--- config.mk ---
export PLATFORM = sky130hd
export DESIGN_NAME = linear_cross_correlation
export DESIGN_NICKNAME = d
export VERILOG_FILES = /design/src/sv/lcc_pkg.sv /design/src/sv/lcc_mac.sv /design/src/sv/linear_cross_correlation.sv
export SDC_FILE = /design/constraint.sdc
export NUM_CORES = 2
export LEC_CHECK = 0
export ABC_AREA = 1
export BUFFER_PORTS_ARGS = -buffer_cell sky130_fd_sc_hd__buf_2
export CORE_MARGIN = 2
export CORE_UTILIZATION = 60
export CTS_CLUSTER_SIZE = 8
export DETAILED_ROUTE_END_ITERATION = 10
export HOLD_SLACK_MARGIN = 0.03
export PLACE_DENSITY = 0.78
export SETUP_SLACK_MARGIN = 0.1
export SYNTH_ARGS = -nofsm -noshare
export SYNTH_HDL_FRONTEND = slang
export SYNTH_SLANG_ARGS = --single-unit
--- constraint.sdc ---
create_clock -name aclk -period 7.06 [get_ports aclk]
set_input_delay 0.706 -clock aclk [delete_from_list [all_inputs] [get_ports aclk]]
set_output_delay 0.706 -clock aclk [all_outputs]
set_load 0.02 [all_outputs]
--- src/sv/lcc_pkg.sv ---
// Shared constants, types and helpers for the linear cross-correlation block.
// Used by lcc_mac and linear_cross_correlation; depends on nothing else.
`default_nettype none

package lcc_pkg;

    localparam int MAX_LEN  = 32;
    localparam int ADDR_W   = $clog2(MAX_LEN);
    localparam int LEN_W    = 6;                  // length registers and sample counts
    localparam int SAMPLE_W = 16;
    localparam int PROD_W   = 2 * SAMPLE_W;
    localparam int CORR_W   = 37;
    localparam int LAG_W    = 6;
    localparam int SUM_W    = LEN_W + 1;          // m + j, xlen + ylen
    localparam int REG_IDX_W = 1;

    // configuration register indexes
    localparam logic [REG_IDX_W-1:0] REG_X_LENGTH = 1'b0;
    localparam logic [REG_IDX_W-1:0] REG_Y_LENGTH = 1'b1;

    localparam logic [LEN_W-1:0] LEN_RESET = LEN_W'(MAX_LEN);

    // control from the sequencer to the multiply-accumulate unit
    typedef struct packed {
        logic clear;   // zero the accumulator
        logic valid;   // operands present this cycle
    } mac_ctrl_t;

    // a length of zero acts as one, anything above MAX_LEN acts as MAX_LEN
    function automatic logic [LEN_W-1:0] eff_len(input logic [LEN_W-1:0] v);
        logic [LEN_W-1:0] r;
        if (v == '0) begin
            r = LEN_W'(1);
        end else if (v > LEN_W'(MAX_LEN)) begin
            r = LEN_W'(MAX_LEN);
        end else begin
            r = v;
        end
        return r;
    endfunction

endpackage

`default_nettype wire

--- src/sv/lcc_mac.sv ---
// Shared multiply-accumulate unit: registered product, then full-width accumulate.
// Depends on lcc_pkg.
`default_nettype none

module lcc_mac (
    input  wire logic                                aclk,
    input  wire logic                                aresetn,
    input  wire lcc_pkg::mac_ctrl_t                  ctrl,
    input  wire logic signed [lcc_pkg::SAMPLE_W-1:0] a,
    input  wire logic signed [lcc_pkg::SAMPLE_W-1:0] b,
    output logic signed [lcc_pkg::CORR_W-1:0]        acc,
    output logic                                     busy
);
    import lcc_pkg::*;

    logic                       prod_valid_reg;
    logic signed [PROD_W-1:0]   prod_reg;
    logic signed [CORR_W-1:0]   acc_reg;
    logic signed [CORR_W-1:0]   acc_next;

    always_ff @(posedge aclk) begin
        if (!aresetn) begin
            prod_valid_reg <= 1'b0;
        end else begin
            prod_valid_reg <= ctrl.valid;
        end
    end

    always_ff @(posedge aclk) begin
        prod_reg <= a * b;
    end

    always_comb begin
        acc_next = acc_reg;
        if (ctrl.clear) begin
            acc_next = '0;
        end else if (prod_valid_reg) begin
            acc_next = acc_reg + CORR_W'(prod_reg);
        end
    end

    always_ff @(posedge aclk) begin
        acc_reg <= acc_next;
    end

    assign acc  = acc_reg;
    assign busy = prod_valid_reg;

endmodule

`default_nettype wire

--- src/sv/linear_cross_correlation.sv ---
// Linear cross-correlation: loads x and y sample stores, then sweeps every lag
// through one shared multiply-accumulate unit. Depends on lcc_pkg and lcc_mac.
//
//  channel | ports                                      | direction
//  --------+--------------------------------------------+----------
//  cfg     | cfg_valid/ready, cfg_index, cfg_data       | in
//  samples | s_valid/ready, s_req_type, s_sample        | in
//  results | m_valid/ready, m_lag_index, m_corr_value,  | out
//          | m_last                                     |
//
// A completing sample starts the lag sweep over xlen + ylen - 1 lags; each lag takes
// one product a cycle through the single multiplier, a drain of the
// read/product/accumulate pipe and one emit step.
// s_ready is low for the whole sweep; a stalled m_ready holds the sweep at the emit step.
// Synchronous active-low reset clears counts, lengths (to 32) and the sequencer;
// sample stores are not cleared.
`default_nettype none

module linear_cross_correlation (
    input  wire logic                                 aclk,
    input  wire logic                                 aresetn,
    // configuration
    input  wire logic                                 cfg_valid,
    output logic                                      cfg_ready,
    input  wire logic [lcc_pkg::REG_IDX_W-1:0]        cfg_index,
    input  wire logic [lcc_pkg::LEN_W-1:0]            cfg_data,
    // samples in
    input  wire logic                                 s_valid,
    output logic                                      s_ready,
    input  wire logic                                 s_req_type,
    input  wire logic signed [lcc_pkg::SAMPLE_W-1:0]  s_sample,
    // results out
    output logic                                      m_valid,
    input  wire logic                                 m_ready,
    output logic [lcc_pkg::LAG_W-1:0]                 m_lag_index,
    output logic signed [lcc_pkg::CORR_W-1:0]         m_corr_value,
    output logic                                      m_last
);
    import lcc_pkg::*;

    typedef enum logic [3:0] {
        ST_IDLE  = 4'b0001,
        ST_ISSUE = 4'b0010,
        ST_DRAIN = 4'b0100,
        ST_EMIT  = 4'b1000
    } state_t;

    state_t state_reg, state_next;

    logic [LEN_W-1:0] x_len_reg, y_len_reg;
    logic [LEN_W-1:0] x_count_reg, x_count_next;
    logic [LEN_W-1:0] y_count_reg, y_count_next;
    logic [LEN_W-1:0] m_reg, m_next;
    logic [LAG_W-1:0] j_reg, j_next;

    logic [LEN_W-1:0] xl, yl;
    logic [SUM_W-1:0] lag_last;
    logic             s_accept, store_x, store_y, complete;

    // sample stores
    logic signed [SAMPLE_W-1:0] x_mem [MAX_LEN];
    logic signed [SAMPLE_W-1:0] y_mem [MAX_LEN];
    logic signed [SAMPLE_W-1:0] x_rd_reg, y_rd_reg;
    logic                       rd_valid_reg, rd_mask_reg;

    logic [SUM_W-1:0]  t_sum, x_idx;
    logic              in_range, issue;

    mac_ctrl_t                  mac_ctrl;
    logic signed [SAMPLE_W-1:0] mac_a;
    logic signed [CORR_W-1:0]   mac_acc;
    logic                       mac_busy;

    logic                       out_load;
    logic                       m_valid_reg;
    logic [LAG_W-1:0]           lag_reg;
    logic signed [CORR_W-1:0]   corr_reg;
    logic                       last_reg;

    assign cfg_ready = 1'b1;
    assign s_ready   = (state_reg == ST_IDLE);
    assign s_accept  = s_valid && s_ready;

    assign xl       = eff_len(x_len_reg);
    assign yl       = eff_len(y_len_reg);
    assign lag_last = SUM_W'(xl) + SUM_W'(yl) - SUM_W'(2);

    always_ff @(posedge aclk) begin
        if (!aresetn) begin
            x_len_reg <= LEN_RESET;
            y_len_reg <= LEN_RESET;
        end else if (cfg_valid && cfg_ready) begin
            case (cfg_index)
                REG_X_LENGTH: x_len_reg <= cfg_data;
                REG_Y_LENGTH: y_len_reg <= cfg_data;
                default: ;
            endcase
        end
    end

    // load side: append, then check for completion against the updated counts
    always_comb begin
        store_x      = s_accept && !s_req_type && (x_count_reg < xl);
        store_y      = s_accept &&  s_req_type && (y_count_reg < yl);
        x_count_next = x_count_reg + LEN_W'(store_x);
        y_count_next = y_count_reg + LEN_W'(store_y);
        complete     = s_accept && (x_count_next >= xl) && (y_count_next >= yl);
        if (complete) begin
            x_count_next = '0;
            y_count_next = '0;
        end
    end

    // x index for the current (j, m): m + j - (ylen - 1); x is taken as zero outside 0..xlen-1
    always_comb begin
        t_sum    = SUM_W'(m_reg) + SUM_W'(j_reg);
        x_idx    = t_sum - SUM_W'(yl - LEN_W'(1));
        in_range = (t_sum >= SUM_W'(yl - LEN_W'(1))) && (x_idx < SUM_W'(xl));
        issue    = (state_reg == ST_ISSUE);
    end

    always_ff @(posedge aclk) begin
        if (store_x) begin
            x_mem[x_count_reg[ADDR_W-1:0]] <= s_sample;
        end
        x_rd_reg <= x_mem[x_idx[ADDR_W-1:0]];
    end

    always_ff @(posedge aclk) begin
        if (store_y) begin
            y_mem[y_count_reg[ADDR_W-1:0]] <= s_sample;
        end
        y_rd_reg <= y_mem[m_reg[ADDR_W-1:0]];
    end

    always_ff @(posedge aclk) begin
        if (!aresetn) begin
            rd_valid_reg <= 1'b0;
            rd_mask_reg  <= 1'b0;
        end else begin
            rd_valid_reg <= issue;
            rd_mask_reg  <= issue && in_range;
        end
    end

    assign out_load = (state_reg == ST_EMIT) && (!m_valid_reg || m_ready);

    // sequencer over lags j and products m
    always_comb begin
        state_next     = state_reg;
        m_next         = m_reg;
        j_next         = j_reg;
        mac_ctrl.clear = 1'b0;
        mac_ctrl.valid = rd_valid_reg;
        case (state_reg)
            ST_IDLE: begin
                if (complete) begin
                    j_next         = '0;
                    m_next         = '0;
                    mac_ctrl.clear = 1'b1;
                    state_next     = ST_ISSUE;
                end
            end
            ST_ISSUE: begin
                m_next = m_reg + LEN_W'(1);
                if (m_reg == yl - LEN_W'(1)) begin
                    state_next = ST_DRAIN;
                end
            end
            ST_DRAIN: begin
                if (!rd_valid_reg && !mac_busy) begin
                    state_next = ST_EMIT;
                end
            end
            ST_EMIT: begin
                if (out_load) begin
                    if (SUM_W'(j_reg) == lag_last) begin
                        state_next = ST_IDLE;
                    end else begin
                        j_next         = j_reg + LAG_W'(1);
                        m_next         = '0;
                        mac_ctrl.clear = 1'b1;
                        state_next     = ST_ISSUE;
                    end
                end
            end
            default: begin
                state_next = ST_IDLE;
            end
        endcase
    end

    always_ff @(posedge aclk) begin
        if (!aresetn) begin
            state_reg   <= ST_IDLE;
            x_count_reg <= '0;
            y_count_reg <= '0;
            m_reg       <= '0;
            j_reg       <= '0;
        end else begin
            state_reg   <= state_next;
            x_count_reg <= x_count_next;
            y_count_reg <= y_count_next;
            m_reg       <= m_next;
            j_reg       <= j_next;
        end
    end

    assign mac_a = rd_mask_reg ? x_rd_reg : '0;

    lcc_mac u_mac (
        .aclk    (aclk),
        .aresetn (aresetn),
        .ctrl    (mac_ctrl),
        .a       (mac_a),
        .b       (y_rd_reg),
        .acc     (mac_acc),
        .busy    (mac_busy)
    );

    // output register
    always_ff @(posedge aclk) begin
        if (!aresetn) begin
            m_valid_reg <= 1'b0;
        end else if (out_load) begin
            m_valid_reg <= 1'b1;
        end else if (m_ready) begin
            m_valid_reg <= 1'b0;
        end
    end

    always_ff @(posedge aclk) begin
        if (out_load) begin
            lag_reg  <= j_reg;
            corr_reg <= mac_acc;
            last_reg <= (SUM_W'(j_reg) == lag_last);
        end
    end

    assign m_valid      = m_valid_reg;
    assign m_lag_index  = lag_reg;
    assign m_corr_value = corr_reg;
    assign m_last       = last_reg;

    // the pipe must be empty before a sum is taken
    a_drained_at_emit: assert property (@(posedge aclk) disable iff (!aresetn)
        (state_reg == ST_EMIT) |-> (!rd_valid_reg && !mac_busy))
        else $error("emit with products still in flight");

    // reads only follow issue cycles
    a_read_from_issue: assert property (@(posedge aclk) disable iff (!aresetn)
        rd_valid_reg |-> $past(state_reg == ST_ISSUE))
        else $error("read stage loaded outside issue");

    // product index stays inside the y sequence
    a_m_in_range: assert property (@(posedge aclk) disable iff (!aresetn)
        (state_reg == ST_ISSUE) |-> (m_reg < yl))
        else $error("product index past y length");

    // no new sample transaction while a sweep is running
    a_no_accept_busy: assert property (@(posedge aclk) disable iff (!aresetn)
        (state_reg != ST_IDLE) |-> !s_ready)
        else $error("sample accepted during sweep");

endmodule

`default_nettype wire
# Word-level counts from Yosys, hierarchy flattened

Memory sizes are Yosys's and may differ from the RTL's. A register that Yosys moved wholly into a read port is not among the register bits.
Cells that the tools add are included.

Bitwise operators: 2
Equality and inequality tests: 11
Mux-type cells: 28
Reductions and logical operators: 27
$add $sub $neg: 11
Multiply operators: 1
Order comparisons: 8

Operators with widths:

| cell                                                 | number |
|---|---|
| 2-to-1 mux 6 bit                                     | 9 |
| adder 37 x 32 -> 37 bit                              | 1 |
| multiplier 16 x 16 -> 32 bit                         | 1 |
| one-hot mux 6 bit (3 select lines)                   | 1 |
| 2-to-1 mux 16 bit                                    | 1 |
| 2-to-1 mux 4 bit                                     | 4 |
| one-hot mux 4 bit (4 select lines)                   | 1 |
| adder 6 x 6 -> 7 bit                                 | 2 |
| adder 6 x 1 -> 6 bit                                 | 2 |
| adder 6 x 1 -> 6 bit, second input constant          | 2 |
| greater-or-equal comparator 6 bit                    | 2 |
| greater-than comparator 6 bit, second input constant | 2 |
| logical NOT 6 bit                                    | 2 |
| < comparator 6 bit                                   | 2 |
| one-hot mux 6 bit (2 select lines)                   | 1 |
| AND reduction 4 bit                                  | 3 |
| logical AND 1 bit                                    | 11 |
| 2-to-1 mux 1 bit                                     | 9 |
| equality test 6 x 7 -> 1 bit                         | 1 |
| greater-or-equal comparator 7 bit                    | 1 |
| < comparator 7 x 6 -> 1 bit                          | 1 |
| subtractor 6 x 1 -> 7 bit, second input constant     | 1 |
| subtractor 7 x 2 -> 7 bit, second input constant     | 1 |
| subtractor 7 bit                                     | 1 |
| other kinds (17)                                     | 26 |

Input port bits: 29
Flip-flop bits (word level): 157
Memories kept: 2
Output and inout bits: 47
Logic and storage cells: 106
Memory bits (writable): 1024

Memories:

| name  | depth | width | read ports | clocked after memory_dff | wr ports | line                           | RTL |
|---|---|---|---|---|---|---|---|
| x_mem | 32    | 16    | 1          | 1                        | 1        | linear_cross_correlation.sv:61 | `logic signed [SAMPLE_W-1:0] x_mem [MAX_LEN];` |
| y_mem | 32    | 16    | 1          | 1                        | 1        | linear_cross_correlation.sv:62 | `logic signed [SAMPLE_W-1:0] y_mem [MAX_LEN];` |

# Logic depth before layout (Yosys ltp)

Word-level depth: 11
Depth in mapped cells: 28
Mapped depth without buffers: 28

# Modules after synthesis

From an unflattened synthesis, not the netlist that was laid out.

Cell total of the unflattened synthesis: 5740
Area, all modules: 61447.7 um^2

By module, submodules not included:

| module                   | instances | area each (um^2) | sequential area each (um^2) | cells each |
|---|---|---|---|---|
| linear_cross_correlation | 1         | 46218.1          | 33572.2                     | 3637 |
| lcc_mac                  | 1         | 15229.6          | 1401.3                      | 2103 |

# Worst setup path before layout

OpenSTA, ideal clock, no wires.

Path type: register to register
Start: register rd_mask_reg
End: register u_mac.prod_reg[26]
Arrival time: 5613 ps
Library setup time: 72 ps
Stages on the path, launching flop included: 27
Clock period less this slack: 5684 ps
Path slack: 1376 ps
Data required time: 6988 ps
Path buffers: 2
Cell sequence: dfxtp_1 > clkbuf_1 > clkbuf_1 > nand2_1 > inv_1 > nand2_1 > fa_1 > inv_1 > fa_1 > inv_1 > fa_1 > inv_1 > fa_1 > fa_1 > inv_1 > fa_1 > inv_1 > ha_1 > nand2_1 > inv_1 > nand3_1 > nor3_1 > nand4_1 > nand3_1 > nand2_1 > nand2_1 > xor2_1

Cells in the longest elaborated chain, start to end: 2

RTL lines:

| what                         | line                            | RTL |
|---|---|---|
| start, declared              | linear_cross_correlation.sv:64  | `logic rd_valid_reg, rd_mask_reg;` |
| start signal, assigned       | linear_cross_correlation.sv:142 | `rd_mask_reg <= issue && in_range;` |
| 2-to-1 mux 16 bit            | linear_cross_correlation.sv:209 | `assign mac_a = rd_mask_reg ? x_rd_reg : '0;` |
| multiplier 16 x 16 -> 32 bit | lcc_mac.sv:30                   | `prod_reg <= a * b;` |
| end signal, assigned         | lcc_mac.sv:30                   |  |
| end, declared                | lcc_mac.sv:17                   | `logic signed [PROD_W-1:0] prod_reg;` |

No other way between the ends.
A chain may end at the register's enable or synchronous reset.

# Final worst setup path

Start: register rd_mask_reg
End: register u_mac.prod_reg[25]

The elaborated chain is that of the path after synthesis.

==> metrics.txt <==
Logic pwr share=9.9%; Crit Path Class=reg -> reg; share of post-route cells with drive strength above 1=7.87%; M3 GR Usage=6.38%; vias in the first global route=42400; grt total ovfl=0; Clock power frac=43.1%; most common cell after layout, fill and taps aside=edfxtp_1; largest net degree at the start of global routing=186; Yosys cell types=57; vias per cell=6.09; Mapped Avg Cell Area=10.8 um2; Top FF cell, synth=edfxtp_1; number of flops mapped to enable cells by yosys=1068; crit path time final=6.61 ns; arrival time at the worst endpoint=7.26 ns; reported net switching power=4.34 mW; WL per Instance=23.2 um; min-delay worst type=in -> reg; first-pass GRT wire length=250000 um; clk sink count=1213; cts hold-fix bufs=0; Initial Util=60.4%; max-cap violation count=0; # DRC=0; Syn-to-layout area delta=11.5%; Flop pwr share=47.1%; Routability Congestion=1.01; hold slack=0.183 ns; row count=116; FMAX=0.151 GHz; hpwl dp=103000 um; Fin. Hold Viols=0; post-synthesis compound-gate area fraction=10.4%; Post-Synth Simple-Gate Area=12.9%; die area=103000 um2; total core area=99900 um2; CTS Buf Count=170; initial antenna violation count=9; GRT Max-Usage Layer=met2; grt met2 use=51.0%; Leakage=26.2 nW; worst skew pair latency=0.78 ns; Startpoint Class=register; Seq/Total Area, Yosys=58.0%; Total GRT Usage=32.1%; largest family of logic cells by synthesized area=simple AND/OR/NAND/NOR gates; Synth Instances=5559; mux cell area share after synthesis=0.0166%; CTS tree=built; Buffers on Ports=74; DR pass1 iterations=7; Resize count post-CTS=0; Worst-path clk slew=0.05 ns; Setup Skew=0.0301 ns; commonest non-fill, non-tap cells in the layout=1068 x edfxtp_1, 914 x nor2_1, 729 x nand2_1; outcome=finished clean; Longest Clk Path Bufs=3; IO Pins=76; setup repair bufs after CTS=0; dpl ws=0.510 ns; die extent in y=321 um; #FFs+latches synth=1213; CP Capture Type=register; Die Span X=321 um; WL final=164000 um; Post-Synth Adder-Cell Area=12.5%; XOR/XNOR Fraction of Synth Area=1.02%; Final Max Slew Viols=0; RSZ-0062 raised after global routing=no; DRT iter0 DRCs=5768; VDD IR max=0.223 mV; Final period util=93.6%; Worst Path Max Fanout=11; setup_tns=0 ns; pwr/cell area=257 nW/um2; Reg area=35000 um2; setup ws final=0.453 ns; worst slew pin tran=1.15 ns; endpoints failing setup=0; required time of the critical path=7.72 ns; Post-Syn Area=60300 um2; Worst slew margin=22.8%; Int Pwr=12.9 mW; H-tree depth=4; nets=6141; switching share of power=25.1%; Ys Warns=0; routing usage on met1=43.8%; Root Driver=clkbuf_16; area of the multi-input gates=22300 um2; async set-or-reset flop fraction in the synthesized netlist=0%; Routed Antenna Nets=0; Layout fillers=7105; via count of the routed design=43100
[path summary, 6_finish.rpt]
check                     from                 end  slack (ns)  cells after the start
hold reg to reg   rd_valid_reg          u_mac.busy        0.43                      2
setup / recovery   rd_mask_reg  u_mac.prod_reg[25]        0.45                     21
hold / removal     cfg_data[0]        x_len_reg[0]        0.18                      3
setup reg to reg   rd_mask_reg  u_mac.prod_reg[25]        0.45                     21
[power groups by stage]
stage	sequential, mW	combinational (mW)	clock [mW]
finish	8.13	1.70	7.44
global route	8.13	1.88	7.81
CTS	8.13	1.67	7.48
detailed placement	8.26	1.66	0
global placement	8.26	1.61	0
floorplan	8.17	1.08	0
[worst max-delay path, stage by stage, from the launching register on]
cell and delay [ns]:
dfxtp_1 0.66, nand2_1 0.39, inv_1 0.35, nand2_1 0.15, fa_1 0.53, fa_1 0.52
fa_1 0.52, inv_1 0.06, fa_1 0.52, fa_1 0.49, inv_1 0.05, fa_1 0.47
inv_1 0.04, ha_1 0.36, nand2_1 0.09, inv_1 0.12, nand2_1 0.11, nor2_1 0.24
nand4_1 0.16, nand3_1 0.22, a21oi_1 0.13, xnor2_1 0.30
[synthesized netlist by cell type (34+ instances only)]
cell type	n	area (um2)
ha_1	175	2190
inv_1	537	2020
xor2_1	45	394
fa_1	267	5350
o221ai_1	83	727
nand4_1	36	225
o22ai_1	191	1190
o21ai_0	573	2870
o21ai_1	49	245
a21oi_1	133	666
edfxtp_1	1068	32100
buf_2	58	290
nand2_1	729	2740
clkbuf_1	179	672
nor2_1	922	3460
dfxtp_1	145	2900
nor3_1	34	170
nand3_1	162	811
[area by class of cell]
type	instances	share of cell area (%)
Inverter	555	3.12
Multi-Input combinational cell	3539	33.2
Clock buffer	256	6.84
Antenna cell	2	0.00745
Clock inverter	15	0.428
Tap cell	1298	2.42
Timing Repair Buffer	191	1.88
Sequential cell	1213	52.1
[metrics by stage]
step | power (mW) | cell area [um2] | utilization [%] | std cells
6_report | 17.3 | 67200 | 67.3 | 7069
2_1_floorplan | 9.25 | 60300 | - | 5560
5_1_grt | 17.8 | 67200 | 67.3 | 7067
4_1_cts | 17.3 | 67200 | 67.3 | 7067
3_3_place_gp | 9.88 | 62300 | 62.4 | 6796
3_5_place_dp | 9.92 | 62300 | 62.4 | 6796
[cell families (layout without fill, tap and decap cells)]
logic type / Yosys count / after routing
AND/OR/NAND/NOR: 1927 / 1927
flip-flops: 1213 / 1213
AO/OA/AOI/OAI: 1098 / 1098
buffers and inverters: 808 / 1017
adder cells (fa/ha/maj): 442 / 442
XOR/XNOR: 69 / 69
other: 1 / 4
multiplexers: 1 / 1
[per-layer routing]
| layer | vias up | routed length, um |
|---|---|---|
| li1 | 19300 | - |
| met1 | 20900 | 63600 |
| met2 | 2401 | 77200 |
| met3 | 397 | 16600 |
| met4 | 8 | 6780 |
| met5 | - | 57 |
No activity file was read; power rests on OpenSTA's default activity.
